<file path="src/hw/rtl/alr_pkg.sv">
// Shared types, constants and helpers for the audio loop recorder.
package alr_pkg;

	localparam int unsigned SAMPLE_BITS = 24;
	localparam int unsigned LOOP_DEPTH  = 2097152;
	localparam int unsigned ADDR_W      = $clog2(LOOP_DEPTH);
	localparam int unsigned POS_W       = $clog2(LOOP_DEPTH + 1);
	localparam int unsigned FIELD_W     = 22;
	localparam int unsigned GAIN_FRAC   = 25;
	localparam int unsigned GAIN_W      = 26;
	localparam int unsigned PROD_W      = SAMPLE_BITS + GAIN_W;

	typedef logic signed [SAMPLE_BITS-1:0] sample_t;
	typedef logic signed [SAMPLE_BITS+1:0] wide_t;
	typedef logic [ADDR_W-1:0]             addr_t;
	typedef logic [POS_W-1:0]              pos_t;
	typedef logic [FIELD_W-1:0]            field_t;
	typedef logic signed [PROD_W-1:0]      prod_t;

	// 0.8 in Q.25
	localparam logic signed [GAIN_W-1:0] PLAY_GAIN = GAIN_W'(26843546);
	localparam prod_t PROD_ROUND = prod_t'(longint'(1) << (GAIN_FRAC - 1));
	localparam pos_t  DEPTH_POS  = pos_t'(LOOP_DEPTH);

	localparam sample_t SAMPLE_MAX = {1'b0, {(SAMPLE_BITS-1){1'b1}}};
	localparam sample_t SAMPLE_MIN = {1'b1, {(SAMPLE_BITS-1){1'b0}}};

	typedef enum logic [1:0] {
		MODE_OFF  = 2'd0,
		MODE_REC  = 2'd1,
		MODE_PLAY = 2'd2,
		MODE_DUB  = 2'd3
	} mode_t;

	typedef enum logic [2:0] {
		CMD_OFF   = 3'd0,
		CMD_REC   = 3'd1,
		CMD_PLAY  = 3'd2,
		CMD_DUB   = 3'd3,
		CMD_CLEAR = 3'd4
	} cmd_t;

	// decoded item, leaves the control stage at accept
	typedef struct packed {
		logic    mix;
		logic    dub;
		logic    wr;
		addr_t   addr;
		sample_t x;
		mode_t   mode;
		pos_t    pos;
		pos_t    len;
	} req_t;

	// item after the gain multiply
	typedef struct packed {
		prod_t   prod;
		sample_t x;
		logic    mix;
		mode_t   mode;
		pos_t    pos;
		pos_t    len;
	} mix_req_t;

	function automatic sample_t sat_sample(input wide_t v);
		sample_t r;
		if (v > wide_t'(SAMPLE_MAX)) begin
			r = SAMPLE_MAX;
		end else if (v < wide_t'(SAMPLE_MIN)) begin
			r = SAMPLE_MIN;
		end else begin
			r = sample_t'(v);
		end
		return r;
	endfunction

endpackage

</file>
<file path="src/hw/rtl/alr_mix.sv">
// For mix items rounds the scaled loop sample, adds the input, saturates; output register.
module alr_mix (
	input  logic                        clk,
	input  logic                        arst_n,
	input  logic                        stage_valid,
	input  alr_pkg::mix_req_t           stage,
	input  logic                        out_stall,
	output logic                        ready,
	output logic                        out_valid,
	output logic signed [alr_pkg::SAMPLE_BITS-1:0] sample_out,
	output logic [1:0]                  loop_mode,
	output alr_pkg::field_t             loop_position,
	output alr_pkg::field_t             loop_length
);

	logic              valid_q;
	alr_pkg::sample_t  sample_q;
	alr_pkg::mode_t    mode_q;
	alr_pkg::pos_t     pos_q;
	alr_pkg::pos_t     len_q;

	alr_pkg::prod_t    rnd;
	alr_pkg::wide_t    sum;
	alr_pkg::sample_t  mixed;

	assign ready = !valid_q || !out_stall;

	assign rnd   = (stage.prod + alr_pkg::PROD_ROUND) >>> alr_pkg::GAIN_FRAC;
	assign sum   = alr_pkg::wide_t'(rnd) + alr_pkg::wide_t'(stage.x);
	assign mixed = stage.mix ? alr_pkg::sat_sample(sum) : stage.x;

	always_ff @(posedge clk or negedge arst_n) begin
		if (!arst_n) begin
			valid_q <= 1'b0;
		end else if (ready) begin
			valid_q <= stage_valid;
		end
	end

	always_ff @(posedge clk) begin
		if (ready && stage_valid) begin
			sample_q <= mixed;
			mode_q   <= stage.mode;
			pos_q    <= stage.pos;
			len_q    <= stage.len;
		end
	end

	assign out_valid     = valid_q;
	assign sample_out    = sample_q;
	assign loop_mode     = mode_q;
	assign loop_position = alr_pkg::field_t'(pos_q);
	assign loop_length   = alr_pkg::field_t'(len_q);

endmodule

</file>
<file path="config.mk">
export PLATFORM = sky130hd
export DESIGN_NAME = alr_mix
export DESIGN_NICKNAME = d
export VERILOG_FILES = /design/src/hw/rtl/alr_pkg.sv /design/src/hw/rtl/alr_mix.sv
export SDC_FILE = /design/constraint.sdc
export NUM_CORES = 1
export LEC_CHECK = 0
export ABC_AREA = 1
export BUFFER_PORTS_ARGS = -buffer_cell sky130_fd_sc_hd__buf_2
export CAP_MARGIN = 20
export CORE_ASPECT_RATIO = 0.8
export CORE_MARGIN = 5
export CORE_UTILIZATION = 50
export CTS_CLUSTER_SIZE = 30
export DETAILED_ROUTE_END_ITERATION = 8
export GPL_TIMING_DRIVEN = 0
export MAX_ROUTING_LAYER = met4
export PLACE_DENSITY = 0.89
export SLEW_MARGIN = 5
export SYNTH_ARGS = -nofsm -noshare
export SYNTH_HDL_FRONTEND = slang
export SYNTH_SLANG_ARGS = --single-unit
</file>
<file path="constraint.sdc">
create_clock -name clk -period 5.14 [get_ports clk]
set_input_delay 0.514 -clock clk [delete_from_list [all_inputs] [get_ports clk]]
set_output_delay 0.514 -clock clk [all_outputs]
set_load 0.02 [all_outputs]
</file>
# --- Word-level counts from Yosys, hierarchy flattened ---
# Cells that the tools add are included.
totals:
  regBits: 71
  word_cells: 16
  output_inout_bits: 72
  in_bits: 125
classes:
  reduce_logical: 4
  addsub: 2
  n_mux: 3
  order_cmp: 2
ops:
  columns: ["operator", "count"]
  rows:
  - ["24-bit two-way mux", 3]
  - ["50-bit by 26-bit adder with 50-bit output (second input constant)", 1]
  - ["25-bit by 24-bit adder with 26-bit output", 1]
  - ["26-bit by 24-bit greater-than comparator with 1-bit output (second input constant)", 1]
  - ["26-bit by 24-bit < comparator with 1-bit output (second input constant)", 1]
  - ["1-bit logical NOT", 2]
  - ["1-bit logical AND", 1]
  - ["1-bit logical OR", 1]

# --- Longest topological paths before layout ---
# Gate-level depths: netlist of the first run.
logic_depth:
  ltp_word: 6
  depth_mapped: 24
  mapped_depth_nobuf: 24

# --- Least setup slack after synthesis of the first run ---
# OpenSTA, ideal clock, no wires.
synth_path:
  kind: "input-to-reg"
  start: "input stage_valid"
  end: "register len_q[0] (netlist: loop_length[0]), enable pin"
  path_buffers: 0
  setup_ns: 0.521
  t_arrival_ns: 3.949
  t_required_ns: 4.619
  stages: 2
  setup_slack_ns: 0.670
  cell_sequence: "inv_1 > a21oi_1"
synth_via:
  elab_chain_len: 1
synth_lines:
  columns: ["item", "line_no", "source"]
  rows:
  - ["from (decl)", "alr_mix.sv:5", "input logic stage_valid,"]
  - ["1-bit logical AND", "alr_mix.sv:41", "if (ready && stage_valid) begin"]
  - ["to (signal assigned)", "alr_mix.sv:45", "len_q <= stage.len;"]
  - ["to (decl)", "alr_mix.sv:20", "alr_pkg::pos_t len_q;"]
# No other way between the ends.
# A chain may end at the register's enable or synchronous reset.

# --- Worst setup path in the final report of the first run ---
layout_path:
  start: "input stage[95] (netlist bit)"
  end: "register sample_q[13] (netlist: sample_out[13]), data pin"
layout_via:
  elab_chain_len: 6
  elab_cells_between_ends: 7
  cone_classes: "add/sub: 2; order compare: 2; mux: 3"
layout_lines:
  columns: ["item", "line_no", "source"]
  rows:
  - ["from (decl)", "alr_mix.sv:6", "input alr_pkg::mix_req_t stage,"]
  - ["50-bit by 26-bit adder with 50-bit output *", "alr_mix.sv:28", "assign rnd = (stage.prod + alr_pkg::PROD_ROUND) >>> alr_pkg::GAIN_FRAC;"]
  - ["25-bit by 24-bit adder with 26-bit output *", "alr_mix.sv:29", "assign sum = alr_pkg::wide_t'(rnd) + alr_pkg::wide_t'(stage.x);"]
  - ["26-bit by 24-bit < comparator with 1-bit output", "alr_pkg.sv:69", "end else if (v < wide_t'(SAMPLE_MIN)) begin"]
  - ["24-bit two-way mux", "alr_pkg.sv:69", null]
  - ["24-bit two-way mux *", "alr_pkg.sv:67", "if (v > wide_t'(SAMPLE_MAX)) begin"]
  - ["24-bit two-way mux *", "alr_mix.sv:30", "assign mixed = stage.mix ? alr_pkg::sat_sample(sum) : stage.x;"]
  - ["net mixed[13]", "alr_mix.sv:24", "alr_pkg::sample_t mixed;"]
  - ["to (signal assigned)", "alr_mix.sv:42", "sample_q <= mixed;"]
  - ["to (decl)", "alr_mix.sv:17", "alr_pkg::sample_t sample_q;"]
# Mark *: on every way through the listed nets, which the timed path passes. The rest lies on a longest branch.

==> impl_metrics.json, run 1 <==
{
  "avgViaCountPerCell": 4.97,
  "coreArea_um2": 10200,
  "clock.fmax_mhz": 253,
  "slew_viol_final": 0,
  "cp-end-kind": "flop",
  "finish.utilization_pct": 64.3,
  "grt_max_degree": 30,
  "cts_sinks": 71,
  "die_x_um": 123,
  "final_min_period_over_clock_period_pct": 76.8,
  "initial_utilization_pct": 50.6,
  "tritoncts": "done",
  "clk_latency_ns": 0.33,
  "vdd_ir_drop_max_v": 0.000157,
  "start_kind": "input port",
  "num_rows": 33,
  "synth.avg_cell_area_um2": 8.41,
  "grt_first_pass_wirelength_um": 20800,
  "gp_congestion": 0.988,
  "worst_slack_ns": 1.19,
  "timing.rr.end": "sample_out[19]$_DFFE_PP_",
  "crit_start": "stage[95]",
  "cts_buffers": 9,
  "r2r-start": "out_valid$_DFFE_PN0N_",
  "multi_input_area_um2": 2590,
  "gr-total-overflow": 0,
  "seq_area_frac_synth_pct": 41.4,
  "hold_violations": 0,
  "layout.nets": 952,
  "ant_nets": 0,
  "dp_hpwl_um": 11000,
  "cts.repair_timing.setup_buffer_count": 0,
  "pin_count": 197,
  "seq_area_um2": 2130,
  "stdcell_count": 941,
  "die_h_um": 101,
  "regToRegSetupSlack_ns": 3.30,
  "p_total_mw": 1.86,
  "critical_path_class": "in -> reg",
  "crit_required_ns": 5.21,
  "path_max_fanout": 10,
  "root_buffer": "clkbuf_16",
  "drt-total-wl_um": 13200,
  "timing.hold.ws_ns": 0.360,
  "antennaDiodeCount": 0,
  "antenna_found_initial": 0,
  "place_inst": 925,
  "routedWlPerCell_um": 14.1,
  "slowest_delay_ns": 0.36,
  "drive_gt1_share_pct": 34.1,
  "syn2layout_area_growth_pct": 27.1,
  "ys_ff_latch": 71,
  "timing.critical_path.to": "sample_out[13]$_DFFE_PP_",
  "period_minus_slack_ns": 3.95,
  "grt_usage_pct": 21.9,
  "first_pass_iters": 5,
  "worst_slew_pin_slew_ns": 0.778,
  "cts-htree-levels": 3,
  "grt_setup_unrepaired": "no",
  "power_density_nw_per_um2": 284,
  "cap_violations": 0,
  "setup_viol": 0,
  "crit_arrival_ns": 4.01,
  "relSlewSlack_pct": 48.0,
  "clock_skew_ns": 0.00548,
  "power_leakage_nw": 3.20,
  "crit_top_cell": "nand2_1",
  "grt_pass1_vias": 4573,
  "dp_slack_ns": 0.892,
  "hold_depth": 1,
  "crit_path_cell_trace": "buf_2 -> ha_1 -> nand2_1 -> nor2_1 -> nand4_1 -> nor3_2 -> nand4_1 -> nand2b_1 -> xor2_1 -> ha_1 -> nand2_1 -> inv_1 -> nand2_1 -> nand2_1 -> a21oi_1 -> nand4_1 -> nand2_1 -> nand2_2 -> a21oi_4 -> buf_6 -> a21oi_2",
  "nFillCells": 889,
  "clockBufferDepth": 2,
  "syn_area_um2": 5140,
  "drc": 0,
  "clk_pin_slew_ns": 0.06,
  "synthCells": 611,
  "vias": 4676,
  "hold_path_class": "in -> reg",
  "yosysWarnings": 0,
  "status": "completed",
  "slowest_stage": "ha_1",
  "drt_first_iter_violations": 269,
  "synth_fp_nets": 766,
  "synthDistinctLibCells": 38,
  "io_buffers": 172,
  "die_area_um2": 12400,
  "reg2reg_depth": 3
}
-- registers in the layout, summed over array words and instances (netlist names) --
name / count
loop_position: 22
sample_out: 24
out_valid: 1
loop_length: 22
loop_mode: 2
-- worst max-delay path, delay by kind of cell --
family / cells / cell delay, ns
AO/OA/AOI/OAI: 3 / 0.60
XOR/XNOR: 1 / 0.26
adder cells (fa/ha/maj): 2 / 0.54
buffers and inverters: 3 / 0.34
AND/OR/NAND/NOR: 12 / 1.75
-- synth_stat cells, drive strengths merged --
| cell type | n | area, um2 |
|---|---|---|
| and3 | 1 | 6.26 |
| ha | 29 | 363 |
| nor2 | 71 | 307 |
| nor3 | 9 | 50.1 |
| or2 | 1 | 6.26 |
| nand3b | 2 | 15.0 |
| a31oi | 2 | 12.5 |
| a21oi | 45 | 323 |
| xor2 | 23 | 201 |
| o21ai | 8 | 40.0 |
| nand2 | 178 | 768 |
| inv | 96 | 360 |
| nand3 | 26 | 145 |
| dfrtp | 1 | 25.0 |
| xnor2 | 18 | 158 |
| dlygate4sd3 | 1 | 10.0 |
| a21o | 1 | 7.51 |
| nand2b | 1 | 6.26 |
| buf | 5 | 67.6 |
| fa | 1 | 20.0 |
| o21bai | 2 | 15.0 |
| nand4 | 17 | 113 |
| edfxtp | 70 | 2100 |
| and2 | 1 | 6.26 |
| nor4 | 2 | 12.5 |
-- logic make-up after synthesis --
logic type | after synthesis | share of synthesized area, %
xor gates and xnor gates | 41 | 6.99
and+or+nand+nor | 309 | 27.9
AOI/OAI and AO/OA | 58 | 7.74
DFF | 71 | 41.4
adders and majority gates | 30 | 7.45
buffers and inverters | 102 | 8.52
-- layout make-up --
cell class	count	area share (%)
flip-flops and latches	71	32.6
repair buffers	175	14.1
multi-input cells	438	39.6
plain buffers	6	1.19
inverters	96	5.52
well taps	140	2.68
clock inverters	6	0.939
clock buffers	9	3.45
-- layer usage --
metal	global-route usage, %	share of wire [%]	up-vias
met3	4.94	9.1	22
met4	6.21	1.9	0
met1	27.6	43	2106
li1	-	-	2350
met2	35.6	46	198
met5	-	0	-
-- worst min-delay path by stage --
stage | startpoint | endpoint
global route | stage[7] | loop_length[7]$_DFFE_PP_
global placement | arst_n | out_valid$_DFFE_PN0N_
finish | stage[44] | loop_mode[0]$_DFFE_PP_
CTS | stage[31] | loop_position[9]$_DFFE_PP_
detailed placement | arst_n | out_valid$_DFFE_PN0N_
floorplan | arst_n | out_valid$_DFFE_PN0N_
-- cells in the final DEF, fill, tap and decap left out, types with 2 or more instances in the layout --
cell type and instances:
nor3_1 8, ha_1 29, nand4_1 16, nand2_2 37
nor2_1 61, a21oi_2 23, a31oi_1 2, o21bai_1 2
xnor2_1 18, a21oi_4 2, dlygate4sd3_1 2, buf_6 2
nand3b_1 2, o21ai_0 7, inv_1 95, clkbuf_16 9
nor4_1 2, a21oi_1 20, nor2_4 3, nor2_2 7
buf_2 173, nand3_1 23, buf_12 3, nand2_1 140
clkinv_2 3, nand3_2 3, xor2_1 23, edfxtp_1 70
-- repair_timing --
action / 4_1_cts / 5_1_grt
endpoints found under the setup margin: 0 / 0
gates resized for setup: 0 / 0
hold endpoints to repair: 1 / 0
hold buffers: 1 / 0
-- per-stage QoR --
| stage | TNS (ns) | cell area (um2) |
|---|---|---|
| 2_1_floorplan | 0 | 5140 |
| 3_3_place_gp | -53.97 | 6180 |
| 3_5_place_dp | 0 | 6230 |
| 4_1_cts | 0 | 6530 |
| 5_1_grt | 0 | 6530 |
| 6_report | 0 | 6530 |
-- power by group --
| part | internal, mW | total, mW | switching [mW] | leakage (nW) |
|---|---|---|---|---|
| Sequential | 0.689 | 0.698 | 0.00839 | 0.673 |
| Clock | 0.372 | 0.606 | 0.234 | 0.141 |
| Combinational | 0.206 | 0.552 | 0.346 | 2.38 |
No activity file was read; power rests on OpenSTA's default activity.
==> run 2: changes to the inputs <==
Settings changed: CORE_UTILIZATION 50 to 45, PLACE_DENSITY 0.89 to 0.85.
Clock period 5.14 ns to 3.55 ns, I/O delays scaled along.
==> run 2 against run 1 <==
  * Combinational power is 60% higher
  * Die area is 10% higher
  * Clock power is 32% higher
  * Utilization is 1.9 points lower
  * Worst hold slack worse by 0.16 ns
  * First-iteration DRC count is 7.1% lower
  * Routed wire length is 10% higher
  * Cell count is 1.9% higher
  * Sequential share of layout area is 1.6 points lower
  * Global-route usage is 2.0 points lower
  * Largest cell class unchanged
  * Critical path depth is 3 higher
  * Setup slack worse by 1.1 ns
==> impl_metrics.json, run 2 (synthesis results as in run 1) <==
{
  "status": "completed",
  "routedWlPerCell_um": 15.2,
  "nFillCells": 976,
  "tritoncts": "done",
  "layout.nets": 965,
  "vdd_ir_drop_max_v": 0.000234,
  "power_leakage_nw": 3.31,
  "ant_nets": 0,
  "worst_slew_pin_slew_ns": 0.570,
  "seq_area_um2": 2130,
  "post_dp_cell_area_um2": 6230,
  "setup_viol": 0,
  "cp-end-kind": "flop",
  "finish.utilization_pct": 62.4,
  "worst_hold_startpoint": "stage[35]",
  "dp_hpwl_um": 11800,
  "timing.hold.ws_ns": 0.203,
  "crit_path_cell_trace": "buf_4 -> ha_4 -> nand2_4 -> nor2_4 -> nand4_1 -> nor3_2 -> nand4_1 -> nor2_1 -> xnor2_1 -> inv_1 -> ha_4 -> nand2_4 -> nor2_4 -> nand2_2 -> nor2_2 -> nand2_2 -> nand3_2 -> nand2_1 -> nand2_1 -> nand2_2 -> a21oi_4 -> buf_12 -> buf_8 -> a21oi_4",
  "critical_path_class": "in -> reg",
  "power_density_nw_per_um2": 391,
  "r2r-start": "out_valid$_DFFE_PN0N_",
  "final_common_cell": "buf_2",
  "num_rows": 34,
  "clock.fmax_mhz": 293,
  "cts_sinks": 71,
  "antennaDiodeCount": 0,
  "crit_start": "stage[95]",
  "hold_path_class": "in -> reg",
  "gp_congestion": 0.976,
  "fin_area_um2": 6880,
  "final_min_period_over_clock_period_pct": 96.2,
  "gr-total-overflow": 0,
  "die_h_um": 106,
  "clockBufferDepth": 2,
  "hold_violations": 0,
  "die_area_um2": 13700,
  "crit_required_ns": 3.62,
  "drt_first_iter_violations": 250,
  "relSlewSlack_pct": 61.7,
  "multi_input_area_um2": 2790,
  "cts-htree-levels": 3,
  "pin_count": 197,
  "avgViaCountPerCell": 4.96,
  "start_kind": "input port",
  "coreArea_um2": 11000,
  "grt_max_degree": 33,
  "layout_common_cells": "buf_2, nand2_1, inv_1, edfxtp_1, nor2_1",
  "slowest_delay_ns": 0.33,
  "slowest_stage": "ha_4",
  "die_x_um": 129,
  "first_pass_iters": 5,
  "cap_violations": 0,
  "largest_reg_flops": 24,
  "vias": 4761,
  "crit_top_cell": "nand2_2",
  "syn2layout_area_growth_pct": 33.8,
  "grt_first_pass_wirelength_um": 20800,
  "clk_latency_ns": 0.32,
  "drive_gt1_share_pct": 38.3,
  "grt_usage_pct": 19.9,
  "slew_viol_final": 0,
  "period_minus_slack_ns": 3.42,
  "io_buffers": 172,
  "path_max_fanout": 6,
  "drc": 0,
  "root_buffer": "clkbuf_16",
  "clk_pin_slew_ns": 0.06,
  "initial_utilization_pct": 46.7,
  "cts_buffers": 9,
  "drt-total-wl_um": 14600,
  "clock_skew_ns": 0.00529,
  "antenna_found_initial": 0,
  "crit_arrival_ns": 3.49,
  "grt_pass1_vias": 4181,
  "regToRegSetupSlack_ns": 2.04
}
==> run 2: changes by cell type in the layout (fill, tap and decap cells not counted), moves of 5 or more <==
cell | before | now
buf_4 | 0 | 11
nand2_1 | 140 | 131
nand2_2 | 37 | 43
ha_1 | 29 | 24
nor2_1 | 61 | 56
nor2_4 | 3 | 8
==> run 2: path summary, 6_finish.rpt <==
path,endpoint,cells past startpoint
setup / recovery,sample_out[11]$_DFFE_PP_,24
hold / removal,loop_position[13]$_DFFE_PP_,1
max in group asynchronous,out_valid$_DFFE_PN0N_,2
min in group asynchronous,out_valid$_DFFE_PN0N_,2
hold reg to reg,out_valid$_DFFE_PN0N_,2
setup reg to reg,loop_length[13]$_DFFE_PP_,2
==> run 2: cell type report <==
type                            instances  area share (%)
Multi-Input combinational cell        438            40.5
Buffer                                  6            1.31
Inverter                               96            5.24
Timing Repair Buffer                  188            15.5
Sequential cell                        71            30.9
Clock inverter                          6           0.546
Tap cell                              144            2.62
Clock buffer                           10            3.33
==> run 2: metal layers <==
metal	track usage [%]	up-vias	wire [um]
met2	31.8	197	6820
li1	-	2385	-
met1	26.5	2161	6120
met3	3.54	18	1460
met4	4.38	0	176
met5	-	-	0
==> run 2: through the flow <==
stage	cells	TNS, ns	total power [mW]	setup WS (ns)
finish	959	0	2.69	0.134
global route	959	-0.976	2.83	-0.0656
CTS	946	0	2.63	0.0108
detailed placement	929	-7.55	1.83	-0.359
global placement	927	-13.25	1.80	-0.286
floorplan	611	0	1.59	0.257
==> run 2: power by group <==
part           internal, mW  switching, mW
logic                 0.346          0.536
registers             0.998         0.0127
clock network         0.468          0.329
==> run 2: critical path: cells and delay by family <==
kind	cells	cell delay [ns]
buffers and inverters	4	0.49
adder cells (fa/ha/maj)	2	0.46
AO/OA/AOI/OAI	2	0.23
XOR/XNOR	1	0.14
AND/OR/NAND/NOR	15	1.78
==> run 2: what timing repair did <==
action / CTS / global route
cloned: 0 / 2
resized for setup: 1 / 46
setup buffers: 0 / 11
hold endpoints to repair: 1 / 0
pin swaps: 0 / 27
hold buffers: 1 / 0
setup endpoints to repair: 1 / 24
