--- src/hw/rtl/alr_pkg.sv ---
// Shared types, constants and helpers for the audio loop recorder.
package alr_pkg;

	localparam int unsigned SAMPLE_BITS = 24;
	localparam int unsigned LOOP_DEPTH  = 2097152;
	localparam int unsigned ADDR_W      = $clog2(LOOP_DEPTH);
	localparam int unsigned POS_W       = $clog2(LOOP_DEPTH + 1);
	localparam int unsigned FIELD_W     = 22;
	localparam int unsigned GAIN_FRAC   = 25;
	localparam int unsigned GAIN_W      = 26;
	localparam int unsigned PROD_W      = SAMPLE_BITS + GAIN_W;

	typedef logic signed [SAMPLE_BITS-1:0] sample_t;
	typedef logic signed [SAMPLE_BITS+1:0] wide_t;
	typedef logic [ADDR_W-1:0]             addr_t;
	typedef logic [POS_W-1:0]              pos_t;
	typedef logic [FIELD_W-1:0]            field_t;
	typedef logic signed [PROD_W-1:0]      prod_t;

	// 0.8 in Q.25
	localparam logic signed [GAIN_W-1:0] PLAY_GAIN = GAIN_W'(26843546);
	localparam prod_t PROD_ROUND = prod_t'(longint'(1) << (GAIN_FRAC - 1));
	localparam pos_t  DEPTH_POS  = pos_t'(LOOP_DEPTH);

	localparam sample_t SAMPLE_MAX = {1'b0, {(SAMPLE_BITS-1){1'b1}}};
	localparam sample_t SAMPLE_MIN = {1'b1, {(SAMPLE_BITS-1){1'b0}}};

	typedef enum logic [1:0] {
		MODE_OFF  = 2'd0,
		MODE_REC  = 2'd1,
		MODE_PLAY = 2'd2,
		MODE_DUB  = 2'd3
	} mode_t;

	typedef enum logic [2:0] {
		CMD_OFF   = 3'd0,
		CMD_REC   = 3'd1,
		CMD_PLAY  = 3'd2,
		CMD_DUB   = 3'd3,
		CMD_CLEAR = 3'd4
	} cmd_t;

	// decoded item, leaves the control stage at accept
	typedef struct packed {
		logic    mix;
		logic    dub;
		logic    wr;
		addr_t   addr;
		sample_t x;
		mode_t   mode;
		pos_t    pos;
		pos_t    len;
	} req_t;

	// item after the gain multiply
	typedef struct packed {
		prod_t   prod;
		sample_t x;
		logic    mix;
		mode_t   mode;
		pos_t    pos;
		pos_t    len;
	} mix_req_t;

	function automatic sample_t sat_sample(input wide_t v);
		sample_t r;
		if (v > wide_t'(SAMPLE_MAX)) begin
			r = SAMPLE_MAX;
		end else if (v < wide_t'(SAMPLE_MIN)) begin
			r = SAMPLE_MIN;
		end else begin
			r = sample_t'(v);
		end
		return r;
	endfunction

endpackage

--- src/hw/rtl/alr_ctrl.sv ---
// Looper mode, position and length state; decodes each accepted item.
module alr_ctrl (
	input  logic             clk,
	input  logic             arst_n,
	input  logic             accept,
	input  logic             operation,
	input  alr_pkg::sample_t sample_in,
	input  logic [2:0]       command,
	output alr_pkg::req_t    req
);

	alr_pkg::mode_t mode_q, mode_n;
	alr_pkg::pos_t  pos_q, pos_n;
	alr_pkg::pos_t  len_q, len_n;
	alr_pkg::pos_t  idx_pos;
	alr_pkg::pos_t  pos_inc;
	alr_pkg::cmd_t  cmd;
	logic           mix, dub, wr;

	assign cmd     = alr_pkg::cmd_t'(command);
	assign idx_pos = (pos_q < alr_pkg::DEPTH_POS) ? pos_q : '0;
	assign pos_inc = idx_pos + alr_pkg::pos_t'(1);

	always_comb begin
		mode_n = mode_q;
		pos_n  = pos_q;
		len_n  = len_q;
		mix    = 1'b0;
		dub    = 1'b0;
		wr     = 1'b0;
		if (operation) begin
			unique case (cmd) inside
				alr_pkg::CMD_CLEAR: begin
					mode_n = alr_pkg::MODE_OFF;
					pos_n  = '0;
					len_n  = '0;
				end
				alr_pkg::CMD_REC: begin
					mode_n = alr_pkg::MODE_REC;
					pos_n  = '0;
					len_n  = '0;
				end
				alr_pkg::CMD_OFF, alr_pkg::CMD_PLAY, alr_pkg::CMD_DUB: begin
					mode_n = alr_pkg::mode_t'(command[1:0]);
					pos_n  = '0;
				end
				default: begin
				end
			endcase
		end else begin
			unique case (mode_q)
				alr_pkg::MODE_REC: begin
					wr    = 1'b1;
					pos_n = pos_inc;
					if (pos_inc > len_q) begin
						len_n = pos_inc;
					end
					// store full: wrap and play
					if (pos_inc == alr_pkg::DEPTH_POS) begin
						pos_n  = '0;
						mode_n = alr_pkg::MODE_PLAY;
					end
				end
				alr_pkg::MODE_PLAY, alr_pkg::MODE_DUB: begin
					if (len_q != '0) begin
						mix   = 1'b1;
						dub   = (mode_q == alr_pkg::MODE_DUB);
						pos_n = (pos_inc >= len_q) ? '0 : pos_inc;
					end
				end
				default: begin
				end
			endcase
		end
	end

	always_comb begin
		req      = '0;
		req.mix  = mix;
		req.dub  = dub;
		req.wr   = wr;
		req.addr = alr_pkg::addr_t'(idx_pos);
		req.x    = operation ? '0 : sample_in;
		req.mode = mode_n;
		req.pos  = pos_n;
		req.len  = len_n;
	end

	always_ff @(posedge clk or negedge arst_n) begin
		if (!arst_n) begin
			mode_q <= alr_pkg::MODE_OFF;
			pos_q  <= '0;
			len_q  <= '0;
		end else if (accept) begin
			mode_q <= mode_n;
			pos_q  <= pos_n;
			len_q  <= len_n;
		end
	end

	a_play_pos_in_loop: assert property (@(posedge clk) disable iff (!arst_n)
		((mode_q == alr_pkg::MODE_PLAY) || (mode_q == alr_pkg::MODE_DUB)) && (len_q != '0)
		|-> (pos_q < len_q))
		else $error("play position outside loop");

	a_rec_pos_bounds: assert property (@(posedge clk) disable iff (!arst_n)
		(mode_q == alr_pkg::MODE_REC) |-> (pos_q <= len_q) && (pos_q < alr_pkg::DEPTH_POS))
		else $error("record position out of bounds");

endmodule

--- config.mk ---
export PLATFORM = sky130hd
export DESIGN_NAME = alr_ctrl
export DESIGN_NICKNAME = d
export VERILOG_FILES = /design/src/hw/rtl/alr_pkg.sv /design/src/hw/rtl/alr_ctrl.sv
export SDC_FILE = /design/constraint.sdc
export NUM_CORES = 1
export LEC_CHECK = 0
export BUFFER_PORTS_ARGS = -buffer_cell sky130_fd_sc_hd__buf_2
export CAP_MARGIN = 20
export CORE_MARGIN = 2
export CORE_UTILIZATION = 35
export CTS_BUF_LIST = sky130_fd_sc_hd__clkbuf_4 sky130_fd_sc_hd__clkbuf_8 sky130_fd_sc_hd__clkbuf_16
export CTS_CLUSTER_SIZE = 40
export DETAILED_ROUTE_END_ITERATION = 10
export MAX_ROUTING_LAYER = met4
export PLACE_DENSITY = 0.68
export SYNTH_ARGS = -nofsm -noshare
export SYNTH_HDL_FRONTEND = slang
export SYNTH_SLANG_ARGS = --single-unit
export TNS_END_PERCENT = 20
--- constraint.sdc ---
create_clock -name clk -period 4.65 [get_ports clk]
set_clock_uncertainty 0.1 [all_clocks]
set_input_delay 0.93 -clock clk [delete_from_list [all_inputs] [get_ports clk]]
set_output_delay 0.93 -clock clk [all_outputs]
set_load 0.005 [all_outputs]
# ---- Word level (Yosys, flattened, before mapping)
# Cells that the tools add are included.
dict set report word_totals {
  latch_bits 0
  output_inout_bits 94
  ram_bits 0
  register_bits 46
  elab_cells 45
  rom_bits 0
  mem_count 0
}
dict set report classes {
  div_mod_pow 0
  bitwise_logic 0
  eq_ne 8
  n_shift 0
  mul 0
  n_mux 24
  reduce_logical 6
  n_lt_le_gt_ge 3
  addsub 1
}
# op count
set ops {}
lappend ops {{22-bit two-way mux} 10}
lappend ops {{22-bit one-hot mux with 2 select lines} 1}
lappend ops {{24-bit two-way mux} 1}
lappend ops {{22-bit by 1-bit adder with 22-bit output (second input constant)} 1}
lappend ops {{22-bit equality test (second input constant)} 1}
lappend ops {{22-bit greater-or-equal comparator} 1}
lappend ops {{22-bit greater-than comparator} 1}
lappend ops {{22-bit less-than comparator (second input constant)} 1}
lappend ops {{22-bit nonzero test} 1}
lappend ops {{1-bit two-way mux} 8}
lappend ops {{3-bit by 2-bit equality test with 1-bit output (second input constant)} 2}
lappend ops {{2-bit two-way mux} 3}
lappend ops {{2-bit one-hot mux with 3 select lines} 1}
lappend ops {{5-bit OR reduction} 1}
lappend ops {{2-bit equality test (second input constant)} 2}
lappend ops {{2-bit OR reduction} 2}
lappend ops {{3-bit by 1-bit equality test with 1-bit output (second input constant)} 1}
lappend ops {{3-bit equality test (second input constant)} 1}
lappend ops {{3-bit logical NOT} 1}
lappend ops {{3-bit OR reduction} 1}
lappend ops {{2-bit by 1-bit equality test with 1-bit output (second input constant)} 1}

# ---- Longest topological paths before layout
# Gate-level depths: netlist (run 1).
dict set report logic_depth {
  word_depth 8
  mapped_depth 16
  depth_no_buf 13
}

# ---- Worst setup path after synthesis (run 1)
# Ideal clock, no wire load.
dict set report synth_timing {
  kind {register to output}
  start {register pos_q[21]}
  end {output port req[21] (netlist bit)}
  path_slack_ps -86
  arrival_ps 3706
  path_buffers 1
  t_required_ps 3620
  path_stages_with_launch 13
  path_cell_list {dfrtp_1 clkbuf_1 nand4b_1 or2_2 nor4_1 mux2_2 ha_1 nand4_1 or4_4 o21ai_2 nor2_1 a21oi_2 a22o_1}
}
# item line
set synth_lines {}
lappend synth_lines {{from (decl)} alr_ctrl.sv:13} ;# alr_pkg::pos_t pos_q, pos_n;
lappend synth_lines {{from (signal assigned)} alr_ctrl.sv:96} ;# pos_q <= pos_n;
lappend synth_lines {{to (decl)} alr_ctrl.sv:9} ;# output alr_pkg::req_t req

==> qor.csv, run 1 <==
metric,value,unit
quantity of hold-fixing buffers added after cts,0,
post-synthesis mux area share,4.48,%
Antenna Nets Post-Route,0,
Routed WL per cell,19.2,µm
static leakage,3.33,nW
Max Slew Vio Count,0,
Post-Synth Simple-Gate Area,28.2,%
synthesized area,0.00430,mm²
Worst Hold Class,reg2reg,
Post-Syn Nets,608,
Final GP Congestion,0.962,
pwr/cell area,217,mW/mm²
final wirelength,17.3,mm
total CTS buffers,5,
normalized max-slew margin,35.5,%
crit path DAT,3.94,ns
"Buf+Inv Stages, Crit Path",5,
worst skew pair latency,0.29,ns
Final WS setup,-0.317,ns
DR DRC count,0,
H-tree levels,2,
Startpoint Class,register,
warnings from Yosys,0,
Synth Area in Adders,6.40,%
Compound-Gate Fraction of Synth Area,22.2,%
Slew @ Worst Pin,0.967,ns
CTS tree,done,
largest net degree at the start of global routing,47,
CP max stage cell,or4_4,
Syn-to-layout area delta,51.8,%
FP Rows,40,
die footprint,0.0132,mm²
Tot GR Track Use,26.0,%
core footprint,0.0120,mm²
most frequent cells in the layout,"buf_2, buf_4, nand2_1, nor2b_1, dfrtp_1",
Tmin final,4.97,ns
final hold violations,0,
CTS max path bufs,2,
crit path kind,reg2out,
Synth Register Bits,46,
via count,5117,
"commonest non-fill, non-tap cell in the layout",buf_2,
Netlist cell types,57,
Max VDD drop,0.000150,V
CTS Sinks,46,
"Critical Path, Cell by Cell",nand2b_4 -> or3_4 -> buf_6 -> nand2b_4 -> xor2_2 -> inv_2 -> ha_4 -> nand4_1 -> or4_4 -> buf_6 -> o21ai_4 -> buf_4 -> nor3_1 -> o31ai_2 -> buf_2,
port buffer count,124,
main combinational cell family by area after synthesis,simple AND/OR/NAND/NOR gates,
"CTS clk-pin slew, worst paths",0.07,ns
Final Cycle Share,107,%
first-pass GRT wire length,26.1,mm
DP Cell Count,871,
Finished Core Util,54.4,%
die height,115,µm
Synth async-reset ratio,100,%
"Seq/Total Area, Yosys",26.7,%
Main synth FF type,dfrtp_1,
antenna violations before repair,0,
maxcap violations,0,
TritonRoute pass-1 iters,5,
status,"finished, violations left",
"non-filler cells, final",903,
clock root buffer,clkbuf_16,
Synth Area in XOR/XNOR,4.07,%
Fmax,201,MHz
Post-synth EDFFs,0,
grt ovf,0,
CP Max Fanout,6,
failing checks,negative setup slack,
RSZ-0062 raised after global routing,true,
detailed-route vias per instance,5.67,
ANT cells,0,
Initial DRC Count,484,
post-layout net count,808,
Worst setup EP type,output port,
cells after synthesis,555,
IO Count,125,
syn_area_per_cell,7.76,µm²
fillcell total,1107,
DIE WIDTH,115,µm
Final setup viols,44,
WP data required,3.62,ns
Top Family by Delay on Critical Path,simple AND/OR/NAND/NOR gates,
Starting Density,35.8,%
dpl hpwl,12.7,mm
layout cell share with drive strength beyond 1,41.8,%
vias in the first global route,4791,
max incr delay on CP,0.56,ns
==> cells by family after synthesis <==
| group | Yosys count |
|---|---|
| AND/OR/NAND/NOR | 238 |
| AO/OA/AOI/OAI | 131 |
| buffers and inverters | 79 |
| flip-flops | 46 |
| adder cells (fa/ha/maj) | 22 |
| XOR/XNOR | 20 |
| multiplexers | 19 |
==> path summary, 6_finish.rpt <==
| path | depth (start not counted) | slack [ns] | startpoint | to |
|---|---|---|---|---|
| min | 2 | 0.45 | pos_q[14] | pos_q[14] |
| min in group asynchronous | 1 | 0.48 | arst_n | pos_q[2] |
| max in group asynchronous | 2 | 3.43 | arst_n | mode_q[1] |
| max | 15 | -0.32 | pos_q[21] | req[8] |
| max reg2reg | 15 | 0.52 | pos_q[21] | len_q[10] |
| min reg2reg | 2 | 0.45 | pos_q[14] | pos_q[14] |
==> where the power goes <==
| group | switching [mW] | internal, mW |
|---|---|---|
| clock | 0.165 | 0.323 |
| combinational | 0.270 | 0.222 |
| sequential | 0.0205 | 0.417 |
==> stage by stage <==
step	instance area, µm²	total power, mW	hold WS, ns	setup TNS (ns)	worst slack, ns
global placement	5570	0.824	0.420	-0.444	-0.0428
finish	6540	1.42	0.448	-10.94	-0.317
floorplan	4330	0.661	0.377	0	0.107
detailed placement	5570	0.831	0.429	-2.66	-0.148
global route	6540	1.47	0.490	-15.58	-0.442
CTS	6000	1.37	0.445	-12.01	-0.326
==> state kept, by name, indices dropped and copies added (netlist names) <==
signal and cells:
len_q 22, pos_q 22, mode_q 2
==> cell usage after synthesis (3+ instances only) <==
cell type  count  area (µm²)
nand2_1       86         323
nor2b_1       47         294
dfrtp_1       46        1150
inv_1         44         165
o31ai_1       41         308
nor2_1        24        90.1
o21ai_0       23         115
ha_1          22         275
clkbuf_1      20        75.1
nand3_1       19        95.1
mux2i_1       17         170
a21oi_1       16        80.1
nand4_1       12        75.1
xnor2_1       11        96.3
nor4_1        10        62.6
nor3_1         9        45.0
xor2_1         9        78.8
o311a_1        8        80.1
a22o_1         7        61.3
and3_1         7        43.8
a32oi_1        6        52.6
nand2b_1       6        37.5
o41ai_1        5        43.8
a21o_1         4        30.0
buf_2          4        20.0
buf_6          4        45.0
o21ai_2        4        35.0
and2_1         3        18.8
buf_1          3        11.3
buf_4          3        22.5
==> worst register-to-register path: cells and delay by family, from the launching register on <==
kind / cells / cell delay (ns)
buf+inv: 4 / 0.54
fa+ha+maj: 1 / 0.28
compound gates: 1 / 0.24
flops: 1 / 0.46
mux: 1 / 0.26
simple gates: 7 / 1.93
xor+xnor: 1 / 0.22
==> metal layers <==
metal	global-route usage (%)	share of wire (%)	vias to the layer above
met5	-	0	-
met4	7.07	2.8	0
met3	3.53	7.6	29
met2	40.3	46	237
met1	35.7	43	2476
li1	-	-	2375
==> cell type report <==
class	count	area, µm²	area share [%]
Multi-Input combinational cell	430	3310	50.7
Timing Repair Buffer	227	1520	23.2
Sequential cell	46	1150	17.6
Tap cell	147	184	2.81
Inverter	45	169	2.58
Clock buffer	6	139	2.13
Clock inverter	2	60.1	0.919
==> what timing repair did <==
action,in CTS,in global routing
pin swaps,18,28
setup buffers,8,13
endpoints found under the setup margin,44,44
gates resized for setup,29,65
cloned,2,1
hold endpoints to repair,0,0
(Power assumes the default switching activity.)
==> run 2, diff against run 1 <==
- CORE_ASPECT_RATIO: not set -> 0.9
==> run 2 against run 1 <==
Against the previous run: the run still ends with negative setup slack left; clock-buffer cell count is 1 higher; sequential share of layout area is 0.48 points higher; critical path depth is 1 lower; sequential power hardly changed; die area hardly changed; register-to-register slack better by 0.13 ns; power is 10% lower; global-route usage is 1.1 points lower; first-iteration DRC count is 19% lower; largest cell class unchanged; largest power group unchanged.
==> qor.csv, run 2 (synthesis gave the netlist of run 1 again) <==
metric,value,unit,change
Startpoint Class,register,,
first-pass GRT wire length,24.8,mm,-5.2%
combinational power share,35.3,%,+0.6 points
Final WS setup,-0.245,ns,+0.0723 ns
CTS Sinks,46,,unchanged
Final setup viols,43,,-2.3%
Fmax,204,MHz,+1.5%
most frequent cells in the layout,"buf_2, nand2_1, buf_4, nor2b_1, dfrtp_1",,
pwr/cell area,200,mW/mm²,-7.5%
Final Cycle Share,105,%,-1.6 points
clock network fraction of total power,30.4,%,-4.1 points
"commonest non-fill, non-tap cell in the layout",buf_2,,
core footprint,0.0120,mm²,+0.15%
largest registers,"len_q: 22 flops, pos_q: 22 flops, mode_q: 2 flops",,
TritonRoute pass-1 iters,5,,unchanged
Finished Core Util,52.9,%,-1.5 points
dpl hpwl,12.6,mm,-0.96%
Initial DRC Count,393,,-19%
FP Rows,38,,-5.0%
maxcap violations,0,,unchanged
RSZ-0062 raised after global routing,true,,
CP Max Fanout,8,,+2
antenna violations before repair,0,,unchanged
via count,4958,,-3.1%
CTS max path bufs,2,,unchanged
fillcell total,1136,,+2.6%
normalized max-slew margin,39.0,%,+3.5 points
Slew @ Worst Pin,0.915,ns,-0.0526 ns
layout cell share with drive strength beyond 1,40.5,%,-1.3 points
Worst Hold Class,reg2reg,,
die height,109,µm,-5.0%
WP data required,3.62,ns,about the same
DR DRC count,0,,unchanged
static leakage,3.28,nW,-1.3%
Antenna Nets Post-Route,0,,unchanged
Tmin final,4.89,ns,-0.0723 ns
switching power,0.442,mW,-2.9%
failing checks,negative setup slack,,
Max VDD drop,0.000109,V,-27%
"CTS clk-pin slew, worst paths",0.07,ns,about the same
Starting Density,35.8,%,-0.052 points
grt ovf,0,,unchanged
Worst setup EP type,output port,,
largest net degree at the start of global routing,53,,+13%
crit path kind,reg2out,,
ANT cells,0,,unchanged
vias in the first global route,4612,,-3.7%
dpl ws,-0.259,ns,-0.111 ns
Syn-to-layout area delta,47.8,%,
status,"finished, violations left",,
Reg power frac,34.3,%,+3.5 points
final wirelength,17.0,mm,-2.1%
post-layout net count,801,,-0.87%
die footprint,0.0132,mm²,about the same
total CTS buffers,5,,unchanged
Final GP Congestion,0.949,,-1.3%
clock root buffer,clkbuf_16,,
final hold slack,0.433,ns,-0.0148 ns
H-tree levels,2,,unchanged
DIE WIDTH,121,µm,+5.2%
detailed-route vias per instance,5.45,,-3.7%
Routed WL per cell,18.7,µm,-2.7%
worst skew pair latency,0.30,ns,about the same
Max Slew Vio Count,0,,unchanged
port buffer count,124,,unchanged
sw frac,34.7,%,+2.5 points
Tot GR Track Use,24.9,%,-1.1 points
crit path DAT,3.86,ns,-0.08 ns
CTS tree,done,,
Int Power,0.833,mW,-13%
final hold violations,0,,unchanged
IO Count,125,,unchanged
[run 2: changes by cell type in the layout (fill, tap and decap cells not counted), sizes merged]
cell,previous run,this run
buf,226,218
clkinv,1,2
clkbuf,7,9
bufinv,2,0
[run 2: final cells by class]
cell class / instances / area [µm²] / area share [%]
clock inverters: 1 / 5.00 / 0.0786
inverters: 45 / 169 / 2.65
repair buffers: 220 / 1440 / 22.6
multi-input cells: 430 / 3250 / 51.1
well taps: 160 / 200 / 3.15
flip-flops and latches: 46 / 1150 / 18.1
clock buffers: 7 / 146 / 2.30
[run 2: critical path, stage by stage (launching register included)]
cell and delay, ns:
dfrtp_2 0.46, nand2b_4 0.18, nor4_4 0.30, buf_4 0.17, and2_1 0.16, xnor2_2 0.14
inv_1 0.08, ha_1 0.30, nand4_1 0.15, or4_4 0.58, a21o_1 0.20, and3_4 0.23
nor2_4 0.21, mux2i_1 0.24, buf_2 0.14
[run 2: path summary, 6_finish.rpt]
kind / from / to / slack [ns] / cells after the start
setup / recovery: pos_q[21] / req[7] / -0.24 / 14
hold / removal: len_q[20] / len_q[20] / 0.43 / 2
setup reg to reg: pos_q[21] / len_q[9] / 0.65 / 16
hold reg to reg: len_q[20] / len_q[20] / 0.43 / 2
max in group asynchronous: arst_n / pos_q[21] / 3.36 / 2
min in group asynchronous: arst_n / pos_q[11] / 0.65 / 2
[run 2: metrics by stage]
stage / TNS (ns) / power [mW] / area, µm² / std cells
6_report: -7.72 / 1.28 / 6360 / 909
5_1_grt: -13.24 / 1.33 / 6360 / 909
4_1_cts: -5.24 / 1.22 / 5990 / 898
3_5_place_dp: -5.88 / 0.823 / 5580 / 883
3_3_place_gp: -5.27 / 0.816 / 5580 / 883
2_1_floorplan: 0 / 0.661 / 4330 / 555
[run 2: repair_timing]
action / in CTS / in global routing
cloned: 0 / 2
setup buffers: 7 / 9
endpoints found under the setup margin: 44 / 44
hold buffers: 0 / 0
pin swaps: 23 / 18
gates resized for setup: 41 / 40
[run 2: power groups by stage]
stage | logic (mW) | registers [mW] | clock network, mW
after floorplan | 0.217 | 0.444 | 0
after global placement | 0.371 | 0.445 | 0
after detailed placement | 0.378 | 0.445 | 0
after CTS | 0.395 | 0.437 | 0.392
after global routing | 0.485 | 0.439 | 0.407
final | 0.450 | 0.438 | 0.387
[run 2: routing by layer]
metal | global-route usage [%] | vias up | part of all wire [%]
met5 | - | - | 0
met4 | 4.57 | 0 | 1.2
met3 | 3.24 | 21 | 5.1
met2 | 40.4 | 169 | 49
met1 | 33.6 | 2401 | 45
li1 | - | 2367 | -
==> run 3, diff against run 2 <==
- BUFFER_PORTS_ARGS: -buffer_cell sky130_fd_sc_hd__buf_2 -> not set
- DONT_BUFFER_PORTS: not set -> 1
- PLACE_DENSITY: 0.68 -> 0.59
- SETUP_SLACK_MARGIN: not set -> 0.2
==> run 3 against run 2 <==
Against the previous run: the run still ends with negative setup slack left; critical path depth up 1; clock-buffer cell count unchanged; register-to-register slack lost 0.15 ns; worst setup slack better by 0.0096 ns; via count is 6.0% lower; design area down 8.0%; power fell by 4.0%; global-route usage fell by 0.24 points; sequential share of layout area rose by 1.6 points; fmax up 0.20%; non-clock buffer count shrank 121.
==> qor.csv, run 3 (synthesis gave the netlist of run 1 again) <==
metric,value,unit,change
Startpoint Class,register,,
status,"finished, violations left",,
"non-filler cells, final",787,,-13%
RSZ-0062 raised after global routing,true,,
worst skew pair latency,0.30,ns,about the same
Tot GR Track Use,24.6,%,-0.24 points
normalized max-slew margin,33.4,%,-5.7 points
port buffer count,0,,-100%
Fmax,205,MHz,+0.20%
vias in the first global route,4522,,-2.0%
Final WS setup,-0.235,ns,+0.00959 ns
pwr/cell area,209,mW/mm²,+4.3%
FP Rows,38,,unchanged
DR DRC count,0,,unchanged
Initial DRC Count,411,,+4.6%
dpl cell area,0.00503,mm²,-9.8%
layout cell share with drive strength beyond 1,30.0,%,-10 points
IO Count,125,,unchanged
WP data required,3.62,ns,about the same
largest net degree at the start of global routing,84,,+58%
die footprint,0.0132,mm²,unchanged
Tmin final,4.89,ns,-0.00959 ns
Slew @ Worst Pin,0.997,ns,+0.0829 ns
final hold violations,0,,unchanged
core footprint,0.0120,mm²,unchanged
Worst setup EP type,output port,,
"commonest non-fill, non-tap cell in the layout",buf_4,,
post-layout net count,680,,-15%
Max VDD drop,0.000140,V,+28%
static leakage,2.75,nW,-16%
Tot Pwr,1.22,mW,-4.0%
fillcell total,1117,,-1.7%
DP Cell Count,765,,-13%
grt ovf,0,,unchanged
Worst Hold Class,in2async,,
Antenna Nets Post-Route,0,,unchanged
reg2reg setup slack,0.50,ns,-0.15 ns
crit path DAT,3.86,ns,about the same
die height,109,µm,unchanged
failing checks,negative setup slack,,
first-pass GRT wire length,24.6,mm,-0.83%
TritonRoute pass-1 iters,5,,unchanged
most frequent cells in the layout,"buf_4, nand2_1, nor2b_1, dfrtp_1, inv_1",,
Final setup viols,44,,+2.3%
CP Max Fanout,8,,unchanged
fin area,0.00586,mm²,-8.0%
H-tree levels,2,,unchanged
CTS max path bufs,2,,unchanged
final setup TNS,-7.03,ns,+0.687 ns
ANT cells,0,,unchanged
dpl hpwl,11.7,mm,-6.6%
detailed-route vias per instance,5.92,,+8.5%
Starting Density,35.8,%,unchanged
Finished Core Util,48.7,%,-4.2 points
total CTS buffers,5,,unchanged
"CTS clk-pin slew, worst paths",0.07,ns,about the same
via count,4659,,-6.0%
Syn-to-layout area delta,36.1,%,
maxcap violations,0,,unchanged
CTS Sinks,46,,unchanged
Routed WL per cell,21.4,µm,+14%
crit path kind,reg2out,,
Final GP Congestion,0.959,,+1.0%
DIE WIDTH,121,µm,unchanged
quantity of hold-fixing buffers added after cts,0,,unchanged
CTS tree,done,,
clock root buffer,clkbuf_16,,
Final Cycle Share,105,%,-0.21 points
Max Slew Vio Count,0,,unchanged
largest registers,"len_q: 22 flops, pos_q: 22 flops, mode_q: 2 flops",,
antenna violations before repair,0,,unchanged
final wirelength,16.8,mm,-0.88%
-- run 3: worst max-delay path, stage by stage, from the launching register on --
cell      delay (ns)
dfrtp_1         0.43
nand4_1         0.12
or3_4           0.48
nor4_4          0.35
xnor2_2         0.15
inv_1           0.09
ha_1            0.31
nand4_1         0.13
buf_4           0.16
o21bai_2        0.09
a211oi_2        0.35
and2_4          0.25
a22oi_4         0.10
buf_12          0.19
o41ai_4         0.19
buf_4           0.15
-- run 3: per-stage QoR --
step,worst slack (ns),hold slack [ns]
final,-0.235,0.220
after global routing,-0.396,0.216
after CTS,-0.250,0.221
after detailed placement,-0.156,0.424
after global placement,-0.128,0.407
after floorplan,0.204,0.377
-- run 3: worst paths after layout --
check                               start   endpoint  cells past startpoint
worst max-delay path             pos_q[2]    req[26]                     15
worst min-delay path               arst_n  pos_q[12]                      0
worst max register to register   pos_q[2]  len_q[11]                     15
worst min register to register  pos_q[14]  pos_q[14]                      2
max in group asynchronous          arst_n  mode_q[1]                      0
min in group clk                pos_q[14]  pos_q[14]                      2
-- run 3: timing repair --
action                                  in CTS  in global routing
cloned                                       0                  2
endpoints found under the hold margin        0                  0
pin swaps                                   19                 29
endpoints found under the setup margin      44                 44
buffers inserted                             7                  6
resized for setup                           42                 57
-- run 3: power breakdown --
group | leakage, nW | internal (mW) | switching, mW
clock | 0.0708 | 0.209 | 0.164
combinational | 2.07 | 0.170 | 0.238
sequential | 0.604 | 0.418 | 0.0250
-- run 3: per-layer routing --
layer | GRT usage, % | wire, µm | vias to the layer above
met5 | - | 0 | -
met2 | 41.1 | 8460 | 160
met4 | 6.81 | 329 | 0
met3 | 3.56 | 806 | 30
li1 | - | - | 2129
met1 | 31.3 | 7220 | 2340
-- run 3: final cells by class --
class / instances / area, µm² / area share, %
clock buffer: 7 / 140 / 2.39
inverter: 45 / 169 / 2.88
multi-input combinational: 430 / 3350 / 57.3
sequential: 46 / 1150 / 19.7
tap: 160 / 200 / 3.42
timing repair buffer: 99 / 841 / 14.4
